==> config.mk <==
export PLATFORM = sky130hd
export DESIGN_NAME = mpeg_audio_header_decoder_top
export DESIGN_NICKNAME = d
export VERILOG_FILES = /design/src/hw/rtl/mahd_pkg.sv /design/src/hw/rtl/mpeg_audio_header_decoder_top.sv
export SDC_FILE = /design/constraint.sdc
export NUM_CORES = 1
export LEC_CHECK = 0
export BUFFER_PORTS_ARGS = -buffer_cell sky130_fd_sc_hd__clkbuf_2
export CORE_MARGIN = 4
export CORE_UTILIZATION = 40
export DETAILED_ROUTE_END_ITERATION = 12
export PLACE_DENSITY = 0.62
export SETUP_SLACK_MARGIN = 0.5
export SLEW_MARGIN = 0
export SYNTH_ARGS = -nofsm -noshare
export SYNTH_HDL_FRONTEND = slang
export SYNTH_SLANG_ARGS = --single-unit
==> constraint.sdc <==
create_clock -name clk -period 11.2 [get_ports clk]
set_clock_uncertainty 0.15 [all_clocks]
set_input_delay 0 -clock clk [delete_from_list [all_inputs] [get_ports clk]]
set_output_delay 0 -clock clk [all_outputs]
set_load 0.01 [all_outputs]
==> src/hw/rtl/mahd_pkg.sv <==
// Package for the MPEG audio frame header decoder.
// Holds the header codes, the bitrate and sample rate tables, and the
// reciprocals used by the frame length divide. No dependencies.
package mahd_pkg;

    localparam int NUM_W = 26;
    localparam int QUO_W = 11;
    localparam int KMUL_W = 19;
    localparam int RECIP_W = 12;

    localparam logic [10:0] SYNC_PATTERN = 11'h7FF;

    localparam logic [1:0] VBITS_MPEG1 = 2'b11;
    localparam logic [1:0] VBITS_MPEG2 = 2'b10;
    localparam logic [1:0] VBITS_RSVD = 2'b01;
    localparam logic [1:0] VBITS_MPEG25 = 2'b00;

    localparam logic [1:0] VER_MPEG1 = 2'd0;
    localparam logic [1:0] VER_MPEG2 = 2'd1;
    localparam logic [1:0] VER_MPEG25 = 2'd2;

    localparam logic [1:0] LBITS_RSVD = 2'b00;
    localparam logic [1:0] LAYER_NONE = 2'd0;
    localparam logic [1:0] LAYER_I = 2'd1;
    localparam logic [1:0] LAYER_II = 2'd2;
    localparam logic [1:0] LAYER_III = 2'd3;

    localparam logic [1:0] SIDX_RSVD = 2'd3;

    localparam logic [KMUL_W-1:0] K_LAYER_I = 19'd12000;
    localparam logic [KMUL_W-1:0] K_FULL = 19'd144000;
    localparam logic [KMUL_W-1:0] K_HALF = 19'd72000;

    localparam logic [8:0] BR_V1_L1 [16] = '{9'd0, 9'd32, 9'd64, 9'd96, 9'd128, 9'd160,
        9'd192, 9'd224, 9'd256, 9'd288, 9'd320, 9'd352, 9'd384, 9'd416, 9'd448, 9'd0};
    localparam logic [8:0] BR_V1_L2 [16] = '{9'd0, 9'd32, 9'd48, 9'd56, 9'd64, 9'd80,
        9'd96, 9'd112, 9'd128, 9'd160, 9'd192, 9'd224, 9'd256, 9'd320, 9'd384, 9'd0};
    localparam logic [8:0] BR_V1_L3 [16] = '{9'd0, 9'd32, 9'd40, 9'd48, 9'd56, 9'd64,
        9'd80, 9'd96, 9'd112, 9'd128, 9'd160, 9'd192, 9'd224, 9'd256, 9'd320, 9'd0};
    localparam logic [8:0] BR_V2_L1 [16] = '{9'd0, 9'd32, 9'd48, 9'd56, 9'd64, 9'd80,
        9'd96, 9'd112, 9'd128, 9'd144, 9'd160, 9'd176, 9'd192, 9'd224, 9'd256, 9'd0};
    localparam logic [8:0] BR_V2_L23 [16] = '{9'd0, 9'd8, 9'd16, 9'd24, 9'd32, 9'd40,
        9'd48, 9'd56, 9'd64, 9'd80, 9'd96, 9'd112, 9'd128, 9'd144, 9'd160, 9'd0};

    typedef struct packed {
        logic        valid_res;
        logic [1:0]  version_code;
        logic [1:0]  layer_number;
        logic        crc_protected;
        logic [8:0]  bitrate_kbps;
        logic [15:0] sample_rate_hz;
        logic        padding_flag;
        logic [1:0]  chan_mode;
        logic [1:0]  mode_ext;
        logic [2:0]  flag_bits;
        logic [1:0]  emphasis;
    } fields_t;

    typedef struct packed {
        logic       ok;
        logic       layer1;
        logic [1:0] rate_sel;
    } len_ctl_t;

    function automatic logic [8:0] bitrate_lookup(input logic [1:0] ver,
                                                  input logic [1:0] layer,
                                                  input logic [3:0] bidx);
        logic [8:0] kbps;
        kbps = '0;
        if (ver == VER_MPEG1) begin
            case (layer)
                LAYER_I:   kbps = BR_V1_L1[bidx];
                LAYER_II:  kbps = BR_V1_L2[bidx];
                LAYER_III: kbps = BR_V1_L3[bidx];
                default:   kbps = '0;
            endcase
        end else begin
            case (layer)
                LAYER_I:   kbps = BR_V2_L1[bidx];
                LAYER_II:  kbps = BR_V2_L23[bidx];
                LAYER_III: kbps = BR_V2_L23[bidx];
                default:   kbps = '0;
            endcase
        end
        return kbps;
    endfunction

    // Base rate of the MPEG-1 family; later versions halve it per step.
    function automatic logic [15:0] rate_base(input logic [1:0] sidx);
        logic [15:0] base;
        case (sidx)
            2'd0:    base = 16'd44100;
            2'd1:    base = 16'd48000;
            2'd2:    base = 16'd32000;
            default: base = 16'd1;
        endcase
        return base;
    endfunction

    // floor(2^26 / base rate), used for the reciprocal divide.
    function automatic logic [RECIP_W-1:0] rate_recip(input logic [1:0] sidx);
        logic [RECIP_W-1:0] recip;
        case (sidx)
            2'd0:    recip = 12'd1521;
            2'd1:    recip = 12'd1398;
            2'd2:    recip = 12'd2097;
            default: recip = '0;
        endcase
        return recip;
    endfunction

endpackage

==> src/hw/rtl/mpeg_audio_header_decoder_top.sv <==
// The decoder takes one header word per transaction and returns one result
// transaction per header; a new header can be accepted in every cycle while in_stall is low.
// The latency is set by the frame length divide, which multiplies by a stored
// reciprocal of the base sample rate and corrects the quotient once, spread
// over four pipeline stages after the field decode. Each stage holds its item
// until the next one is free, so a stall at the output fills the pipeline
// before the input stalls. The block keeps no state between headers.
// Depends on mahd_pkg.
module mpeg_audio_header_decoder_top (
    input  logic        clk,
    input  logic        rst_n,
    input  logic        in_valid,
    output logic        in_stall,
    input  logic [31:0] header_word,
    output logic        out_valid,
    input  logic        out_stall,
    output logic        valid_res,
    output logic [1:0]  version_code,
    output logic [1:0]  layer_number,
    output logic        crc_protected,
    output logic [8:0]  bitrate_kbps,
    output logic [15:0] sample_rate_hz,
    output logic        padding_flag,
    output logic [1:0]  chan_mode,
    output logic [1:0]  mode_ext,
    output logic [2:0]  flag_bits,
    output logic [1:0]  emphasis,
    output logic [10:0] frame_length
);

    localparam int NW = mahd_pkg::NUM_W;
    localparam int QW = mahd_pkg::QUO_W;
    localparam int KW = mahd_pkg::KMUL_W;
    localparam int RW = mahd_pkg::RECIP_W;

    logic v1_reg, v2_reg, v3_reg, v4_reg, v5_reg;
    logic en1, en2, en3, en4, en5;

    mahd_pkg::fields_t  f1_reg, f2_reg, f3_reg, f4_reg, f5_reg;
    mahd_pkg::fields_t  f1_next;
    mahd_pkg::len_ctl_t c1_reg, c2_reg, c3_reg, c4_reg;
    mahd_pkg::len_ctl_t c1_next;

    logic [KW-1:0]   kmul1_reg, kmul1_next;
    logic [NW-1:0]   num2_reg, num2_next;
    logic [NW-1:0]   num3_reg;
    logic [QW-1:0]   qest3_reg, qest3_next;
    logic [NW-1:0]   num4_reg;
    logic [QW-1:0]   qest4_reg;
    logic [26:0]     prod4_reg, prod4_next;
    logic [10:0]     flen5_reg, flen5_next;

    assign en5 = !v5_reg || !out_stall;
    assign en4 = !v4_reg || en5;
    assign en3 = !v3_reg || en4;
    assign en2 = !v2_reg || en3;
    assign en1 = !v1_reg || en2;
    assign in_stall = !en1;

    // Stage 1: field decode and table lookups.
    always_comb
    begin
        logic        sync;
        logic [1:0]  vbits;
        logic [1:0]  lbits;
        logic [3:0]  bidx;
        logic [1:0]  sidx;
        logic [1:0]  ver;
        logic [1:0]  layer;
        logic        ver_ok;
        logic [8:0]  kbps;
        logic [15:0] rate;
        logic        ok;
        logic [KW-1:0] kconst;

        sync  = (header_word[31:21] == mahd_pkg::SYNC_PATTERN);
        vbits = header_word[20:19];
        lbits = header_word[18:17];
        bidx  = header_word[15:12];
        sidx  = header_word[11:10];

        case (vbits)
            mahd_pkg::VBITS_MPEG1:  ver = mahd_pkg::VER_MPEG1;
            mahd_pkg::VBITS_MPEG2:  ver = mahd_pkg::VER_MPEG2;
            mahd_pkg::VBITS_MPEG25: ver = mahd_pkg::VER_MPEG25;
            default:                ver = mahd_pkg::VER_MPEG1;
        endcase
        ver_ok = (vbits != mahd_pkg::VBITS_RSVD);

        if (lbits == mahd_pkg::LBITS_RSVD)
            layer = mahd_pkg::LAYER_NONE;
        else
            layer = 2'(3'd4 - {1'b0, lbits});

        if (ver_ok && layer != mahd_pkg::LAYER_NONE)
            kbps = mahd_pkg::bitrate_lookup(ver, layer, bidx);
        else
            kbps = '0;

        if (ver_ok && sidx != mahd_pkg::SIDX_RSVD)
            rate = mahd_pkg::rate_base(sidx) >> ver;
        else
            rate = '0;

        ok = sync && ver_ok && (layer != mahd_pkg::LAYER_NONE) && (kbps != '0)
             && (rate != '0)
             && !(ver == mahd_pkg::VER_MPEG25 && layer != mahd_pkg::LAYER_III);

        if (layer == mahd_pkg::LAYER_I)
            kconst = mahd_pkg::K_LAYER_I;
        else if (layer == mahd_pkg::LAYER_III && ver != mahd_pkg::VER_MPEG1)
            kconst = mahd_pkg::K_HALF;
        else
            kconst = mahd_pkg::K_FULL;

        kmul1_next = ok ? (kconst << ver) : '0;

        c1_next.ok       = ok;
        c1_next.layer1   = (layer == mahd_pkg::LAYER_I);
        c1_next.rate_sel = sidx;

        if (sync) begin
            f1_next.valid_res      = ok;
            f1_next.version_code   = ver;
            f1_next.layer_number   = layer;
            f1_next.crc_protected  = !header_word[16];
            f1_next.bitrate_kbps   = kbps;
            f1_next.sample_rate_hz = rate;
            f1_next.padding_flag   = header_word[9];
            f1_next.chan_mode      = header_word[7:6];
            f1_next.mode_ext       = header_word[5:4];
            f1_next.flag_bits      = {header_word[8], header_word[3], header_word[2]};
            f1_next.emphasis       = header_word[1:0];
        end else begin
            f1_next = '0;
        end
    end

    // Stage 2: numerator of the frame length quotient.
    always_comb
    begin
        logic [27:0] prod;
        prod = 28'(f1_reg.bitrate_kbps) * 28'(kmul1_reg);
        num2_next = prod[NW-1:0];
    end

    // Stage 3: quotient estimate from the reciprocal of the base rate.
    always_comb
    begin
        logic [NW+RW-1:0] prod;
        prod = (NW + RW)'(num2_reg) * (NW + RW)'(mahd_pkg::rate_recip(c2_reg.rate_sel));
        qest3_next = prod[NW+QW-1:NW];
    end

    // Stage 4: product of the estimate and the divisor.
    assign prod4_next = 27'(qest3_reg) * 27'(mahd_pkg::rate_base(c3_reg.rate_sel));

    // Stage 5: one-step correction, padding, and the Layer I slot size.
    always_comb
    begin
        logic [NW-1:0] rem;
        logic [QW-1:0] quo;
        logic [QW-1:0] sum;

        rem = num4_reg - prod4_reg[NW-1:0];
        quo = qest4_reg + QW'(rem >= NW'(mahd_pkg::rate_base(c4_reg.rate_sel)));
        sum = quo + QW'(f4_reg.padding_flag);
        if (!c4_reg.ok)
            flen5_next = '0;
        else if (c4_reg.layer1)
            flen5_next = {sum[8:0], 2'b00};
        else
            flen5_next = sum;
    end

    always_ff @(posedge clk or negedge rst_n)
    begin
        if (!rst_n) begin
            v1_reg <= 1'b0;
            v2_reg <= 1'b0;
            v3_reg <= 1'b0;
            v4_reg <= 1'b0;
            v5_reg <= 1'b0;
        end else begin
            if (en1)
                v1_reg <= in_valid;
            if (en2)
                v2_reg <= v1_reg;
            if (en3)
                v3_reg <= v2_reg;
            if (en4)
                v4_reg <= v3_reg;
            if (en5)
                v5_reg <= v4_reg;
        end
    end

    always_ff @(posedge clk)
    begin
        if (en1) begin
            f1_reg    <= f1_next;
            c1_reg    <= c1_next;
            kmul1_reg <= kmul1_next;
        end
        if (en2) begin
            f2_reg   <= f1_reg;
            c2_reg   <= c1_reg;
            num2_reg <= num2_next;
        end
        if (en3) begin
            f3_reg    <= f2_reg;
            c3_reg    <= c2_reg;
            num3_reg  <= num2_reg;
            qest3_reg <= qest3_next;
        end
        if (en4) begin
            f4_reg    <= f3_reg;
            c4_reg    <= c3_reg;
            num4_reg  <= num3_reg;
            qest4_reg <= qest3_reg;
            prod4_reg <= prod4_next;
        end
        if (en5) begin
            f5_reg    <= f4_reg;
            flen5_reg <= flen5_next;
        end
    end

    assign out_valid      = v5_reg;
    assign valid_res      = f5_reg.valid_res;
    assign version_code   = f5_reg.version_code;
    assign layer_number   = f5_reg.layer_number;
    assign crc_protected  = f5_reg.crc_protected;
    assign bitrate_kbps   = f5_reg.bitrate_kbps;
    assign sample_rate_hz = f5_reg.sample_rate_hz;
    assign padding_flag   = f5_reg.padding_flag;
    assign chan_mode      = f5_reg.chan_mode;
    assign mode_ext       = f5_reg.mode_ext;
    assign flag_bits      = f5_reg.flag_bits;
    assign emphasis       = f5_reg.emphasis;
    assign frame_length   = flen5_reg;

endmodule

==> results of run 1 <==
[timing repair]
item	in CTS	in global routing
setup endpoints to repair	0	0
hold buffers	20	0
hold endpoints to repair	27	0
[through the flow]
stage                     hold WS (ps)  instances
after floorplan                   -446       2137
after global placement            -326       3015
after detailed placement          -319       3015
after CTS                         22.8       3099
after global routing              67.4       3099
final                             48.0       3099
[kinds of logic (layout without fill, tap and decap cells)]
logic type	after synthesis	in the layout	synth area share, %
simple gates	557	557	11.4
flops	338	338	40.4
xor+xnor	80	80	2.79
other cells	1	5	0.0149
fa+ha+maj	504	504	32.7
mux	15	15	0.608
compound gates	227	227	5.87
buf+inv	411	536	6.22
[worst max-delay path, stage by stage, from the launching register on]
cell,delay (ps)
edfxtp_1,900
clkinv_1,490
nand2_1,290
inv_1,130
fa_1,510
inv_1,50
fa_1,470
inv_1,50
fa_1,440
fa_1,510
inv_1,50
fa_1,530
inv_1,40
ha_1,290
o211ai_1,100
nor2_1,150
nand4_1,100
o21ai_0,530
a31oi_1,260
o21ai_0,420
o22ai_1,170
xnor2_1,150
[metal layers]
metal	GRT usage, %	vias up	part of all wire (%)
met4	4.02	0	2.3
li1	-	7316	-
met3	1.80	79	3.2
met1	22.0	7471	45
met5	0	-	0
met2	26.9	288	49
[how the worst max path moves through the flow]
stage	slack (ps)	to	cells after the start
floorplan	4990	prod4_reg[24]$_DFFE_PP_	23
global placement	4270	qest3_reg[9]$_DFFE_PP_	21
detailed placement	4100	qest3_reg[9]$_DFFE_PP_	21
CTS	4080	qest3_reg[9]$_DFFE_PP_	21
global route	3420	qest3_reg[9]$_DFFE_PP_	21
finish	4140	qest3_reg[9]$_DFFE_PP_	21
[layout make-up]
cell class                      count  area, sq um  area share, %
Clock buffer                       44          951           3.42
Clock inverter                     20          194          0.698
Inverter                          361         1360           4.89
Multi-Input combinational cell   1388        13400           48.4
Sequential cell                   338        10100           36.4
Tap cell                          837         1050           3.77
Timing Repair Buffer              111          668           2.40
[Yosys cell counts, types with 28 or more instances]
cell type,number
inv_1,359
edfxtp_1,333
fa_1,253
ha_1,251
nand2_1,160
and2_1,97
nor2_1,81
a21oi_1,75
nor2b_1,67
xnor2_1,61
clkbuf_1,39
o21ai_0,39
nor3_1,29
nand2b_1,28
[power by group]
group          leakage, nW  internal, mW  switching [mW]
registers             3.69          1.87           0.194
clock network        0.554         0.677           0.488
logic                 8.79          1.79            2.49
total                 13.0          4.34            3.17
==> impl_results.md, run 1 <==
* Startpoint Class: flip-flop
* Overall routing resource usage at between 15 and 20%
* Peak supply drop at about 0.00032 V
* FFs w/ async S/R, synth at roughly 1.5%
* Final setup fails at 0
* Vias in the first global route at 16,100
* Final Hold Viols at 0
* Post-CTS Setup Inserts at 0
* Data required, critical path at ~11,000 ps
* DPL Wire Length at 40,200 um
* Share of cells above drive strength 1 at 7.82%
* CTS tree: built
* Clock slew at the register clock pins of the worst setup and hold paths at 60 ps
* Origin of the worst setup path: c2_reg[1]$_DFFE_PP_
* Largest net degree at the start of global routing at between 60 and 70
* Flops & latches, synth at around 340
* Cells resized by post-CTS repair at 0
* Root buffer cell: clkbuf_16
* Top cells by area, synth: edfxtp_1 (40%), fa_1 (20%), ha_1 (13%)
* Post-synth EDFFs at 333
* Buffers on Ports at between 80 and 90
* Setup crit end kind: flip-flop
* FILL cells at between 5,000 and 6,000
* P_leak at around 13 nW
* Hold EP: v3_reg$_DFFE_PN0P_
* Drt drc at 0
* Register area share after synthesis at 40.4%
* Setup WS pre-CTS at ~4000 ps
* Library cells used by synthesis at ~70
* Syn avg cell area at 11.8 sq um
* WP data arrival at between 7000 and 8000 ps
* Antenna violations before repair at 1
* Worst hold path type: input port to flip-flop
* DP Area at ~0.026 sq mm
* Initial Util at between 40 and 50%
* ANT nets after route at 0
* Worst hold path cell count at 4
* First-pass GRT wire length at 86,500 um
* Clock Sinks at between 300 and 400
* Commonest non-fill, non-tap cell in the layout: inv_1
* 1st-iter DRT viols at between 800 and 900
* Total number of vias at 15,200
* Final TNS setup at 0 ps
* Core Area at just over 0.06 sq mm
* Ys Warns at 0
* Routed wire length at approximately 52,000 um
* CTS Buf Count at 36
* # rows at 91
* R2R cell count at 21
* Final Core Density at between 40 and 50%
* Reg2reg start: c2_reg[1]$_DFFE_PP_
* Outcome: finished, final reports clean
* P&R area growth vs syn at 10.7%
* H-tree levels at 2
* Final Cycle Share at 63.1%
* RSZ-0062 raised after global routing: no
* Die height at approximately 260 um
* Nets at ~2,800
* Final Max Slew Viols at 0
* Pwr/cell area at around 270 mW/mm^2
* Final setup slack of the worst path at ~4100 ps
* Most frequent cells in the layout: inv_1 (358), edfxtp_1 (333), fa_1 (253), ha_1 (251), nand2_1 (158)
* Crit Path Class: flip-flop to flip-flop
* # Max-Cap Violations at 0
* Synth Flop Type: edfxtp_1
* Post-synth top area share at between 30% and 40%
* FF-to-FF setup slack at 4140 ps
* I/O pins at 90
* Syn Std Cell Area at between 0.02 and 0.03 sq mm
* Maximum root-to-sink buffer count at 3
* Clock Latency Late Sink at between 500 and 600 ps
* Max Clk Rate at around 140 MHz
* CP max FO at 32
* Placer Congestion at 0.901
* Fin area at about 0.028 sq mm
* Vias per inst at between 4 and 5
* Relative slew slack at approximately 36%
* HP Start: out_stall
* Post-Synthesis Cells at roughly 2,100
* Power Total at around 7.5 mW
* Die area at between 0.06 and 0.07 sq mm
* Slew @ Worst Pin at between 900 and 1000 ps
* Reg2reg end: qest3_reg[9]$_DFFE_PP_
* Die X-Extent at around 260 um
* Fin crit period at roughly 7100 ps
* Total iterations of the first detailed-routing run at 5
* Cell accounting for the most synthesized area: edfxtp_1
* Grt ovf at 0
* WL/cell at roughly 17 um
* Diodes inserted at 0
No activity file was read; power rests on OpenSTA's default activity.
==> run 2, diff against run 1 <==
--- a/config.mk
+++ b/config.mk
@@ -9,7 +9,7 @@
 export CORE_MARGIN = 4
 export CORE_UTILIZATION = 40
 export DETAILED_ROUTE_END_ITERATION = 12
-export PLACE_DENSITY = 0.62
+export PLACE_DENSITY = 0.64
 export SETUP_SLACK_MARGIN = 0.5
 export SLEW_MARGIN = 0
 export SYNTH_ARGS = -nofsm -noshare
==> constraint.sdc (replaced) <==
create_clock -name clk -period 5.9 [get_ports clk]
set_clock_uncertainty 0.15 [all_clocks]
set_input_delay 0 -clock clk [delete_from_list [all_inputs] [get_ports clk]]
set_output_delay 0 -clock clk [all_outputs]
set_load 0.01 [all_outputs]
==> impl_results.md, run 2 (same netlist as run 1, synthesis figures left out) <==
* P_leak at 13.8 nW (+6.2%)
* Largest net degree at the start of global routing at 73 (+18%)
* FILL cells at 5,503 (-3.6%)
* Sequential share of power at 22.8% (-4.7 points)
* WL/cell at 17.0 um (+1.1%)
* Die height at 258 um (unchanged)
* Final Max Slew Viols at 0 (unchanged)
* I/O pins at 90 (unchanged)
* CTS Buf Count at 37 (+2.8%)
* FF-to-FF setup slack at 80 ps (-4060 ps)
* Max Clk Rate at 172 MHz (+21%)
* Fin area at 0.0299 sq mm (+7.7%)
* Crit Path Class: flip-flop to flip-flop
* Final Core Density at 48.3% (+3.5 points)
* Drt drc at 0 (unchanged)
* Setup WS pre-CTS at -53.3 ps (-4150 ps)
* Placer Congestion at 0.874 (-3.0%)
* Nets at 2,890 (+4.1%)
* Critical path buffers and inverters at 5 (-1)
* Clock Sinks at 338 (unchanged)
* HP Start: header_word[26]
* Fin crit period at 5820 ps (-1240 ps)
* Total number of vias at 15,900 (+4.7%)
* Most frequent cells in the layout: edfxtp_1 (333), inv_1 (332), fa_1 (238), ha_1 (223), nand2_1 (150)
* ANT nets after route at 0 (unchanged)
* Met1 usage at 22.1% (+0.053 points)
* Crit path max-delay family: adder cells
* Core Area at 0.0619 sq mm (unchanged)
* RSZ-0062 raised after global routing: yes
* CP cell instances: buf_6 -> ha_4 -> buf_6 -> nand2b_4 -> fa_1 -> fa_1 -> inv_1 -> fa_1 -> fa_1 -> inv_2 -> fa_1 -> inv_2 -> ha_4 -> or3_4 -> o2111ai_4 -> nand3_2 -> or4_4 -> a31o_1 -> a21oi_2 -> xnor2_1
* Internal at 10.1 mW (+130%)
* Reg2reg start: c3_reg[0]$_DFFE_PP_
* Vias per inst at 4.94 (+0.94%)
* Clock slew at the register clock pins of the worst setup and hold paths at 60 ps (about the same)
* Sw Share at 41.2% (-1.0 points)
* Diodes inserted at 0 (unchanged)
* Maximum root-to-sink buffer count at 3 (unchanged)
* Crit path top cell by count: fa_1
* Multi-input logic area at 0.0144 sq mm (+7.4%)
* Reg2reg end: prod4_reg[24]$_DFFE_PP_
* Pwr/cell area at 577 mW/mm^2 (+110%)
* Critical Path Sink: prod4_reg[24]$_DFFE_PP_
* CTS tree: built
* DPL Wire Length at 41,300 um (+2.7%)
* Relative slew slack at 27.7% (-8.3 points)
* Slowest cell on the critical path: fa_1
* Antenna violations before repair at 1 (unchanged)
* FF+latch area at 0.0101 sq mm (unchanged)
* Die X-Extent at 258 um (unchanged)
* Final Hold Viols at 0 (unchanged)
* Crit. path cell count at 20 (-4.8%)
* Total iterations of the first detailed-routing run at 5 (unchanged)
* Outcome: finished, final reports clean
* Slew @ Worst Pin at 1080 ps (+124 ps)
* Clock power share at 13.9% (-1.6 points)
* Initial Util at 40.5% (unchanged)
* Final setup slack of the worst path at 81.6 ps (-4060 ps)
* 1st-iter DRT viols at 1,028 (+27%)
* CP max FO at 5 (-84%)
* Overall routing resource usage at 16.2% (+0.32 points)
* Crit-path max cell delay at 550 ps (-350 ps)
* First-pass GRT wire length at 87,500 um (+1.3%)
* Global route hottest layer: met2
* Peak supply drop at 0.000728 V (+130%)
* WP data arrival at 5940 ps (-1230 ps)
* Worst hold path type: input port to flip-flop
* # Max-Cap Violations at 0 (unchanged)
* H-tree levels at 2 (unchanged)
* Switching power at 7.11 mW (+120%)
* Final setup fails at 0 (unchanged)
* Comb pwr share at 63.3% (+6.3 points)
* Startpoint Class: flip-flop
* Origin of the worst setup path: c3_reg[0]$_DFFE_PP_
* # rows at 91 (unchanged)
* DP Area at 0.0271 sq mm (+2.5%)
* Clock Latency Late Sink at 540 ps (about the same)
* Data required, critical path at 6030 ps (-5280 ps)
* Die area at 0.0668 sq mm (unchanged)
* Buffers on Ports at 86 (unchanged)
* Commonest non-fill, non-tap cell in the layout: edfxtp_1
* Met2 Usage GRT at 27.7% (+0.74 points)
* Root buffer cell: clkbuf_16
* Setup crit end kind: flip-flop
* R2R cell count at 20 (-4.8%)
* Final Cycle Share at 98.6% (+36 points)
* P&R area growth vs syn at 19.3%
* Grt met3 use at 2.13% (+0.33 points)
* Vias in the first global route at 16,500 (+2.9%)
* Share of cells above drive strength 1 at 19.8% (+12 points)
* Grt ovf at 0 (unchanged)
* Routed wire length at 54,600 um (+4.9%)
==> run 2: worst min path at each step <==
stage,cells past startpoint,slack [ps],end
2_1_floorplan,0,-450,out_valid$_DFFE_PN0P_
3_3_place_gp,1,-330,v1_reg$_DFFE_PN0N_
3_5_place_dp,1,-320,v1_reg$_DFFE_PN0N_
4_1_cts,3,10,f1_reg[35]$_SDFFCE_PP0N_
5_1_grt,3,50,f1_reg[35]$_SDFFCE_PP0N_
6_report,3,20,f1_reg[35]$_SDFFCE_PP0N_
==> run 2: final cells by class <==
class                           instances  area share [%]
Clock buffer                           43            3.31
Clock inverter                         24           0.932
Inverter                              361            4.54
Multi-Input combinational cell       1388            48.2
Sequential cell                       338            33.8
Tap cell                              837            3.50
Timing Repair Buffer                  224            5.68
==> run 2: repair_timing <==
item                                    CTS  global route
pin swaps                                60            75
buffers inserted                         32            26
gates cloned                              2             0
endpoints found under the setup margin   26            29
endpoints found under the hold margin    26             0
hold buffers                             20             0
resized for setup                        91           106
==> run 2: worst reg2reg max path, cell delays in order (launching register included) <==
cell       delay, ps
edfxtp_1         470
buf_6            170
ha_4             190
buf_6            140
nand2b_4         140
fa_1             470
fa_1             550
inv_1             60
fa_1             460
fa_1             520
inv_2             40
fa_1             490
inv_2             50
ha_4             170
or3_4            410
o2111ai_4         90
nand3_2          110
or4_4            430
a31o_1           240
a21oi_2          140
xnor2_1           80
==> run 2: routing by layer <==
layer	share of wire (%)	vias to the layer above	routed length, um
met1	44	7936	24000
met3	3.9	86	2110
met2	50	299	27100
met4	2.4	0	1320
met5	0	-	0
li1	-	7548	-
==> run 2: metrics by stage <==
stage	power [mW]	hold WS (ps)	instances	setup TNS, ps
after floorplan	10.6	-446	2137	0
after global placement	12.8	-327	3068	0
final	17.3	21.3	3215	0
after global routing	18.8	52.5	3215	-167
after CTS	16.3	12.7	3189	0
after detailed placement	12.9	-324	3068	-53.3
==> run 2: power groups by stage <==
stage	combinational (mW)	sequential (mW)	clock, mW
after global routing	12.2	3.98	2.57
after CTS	9.91	3.92	2.46
final	10.9	3.93	2.40
after global placement	8.81	3.95	0
after floorplan	6.77	3.82	0
after detailed placement	8.96	3.95	0
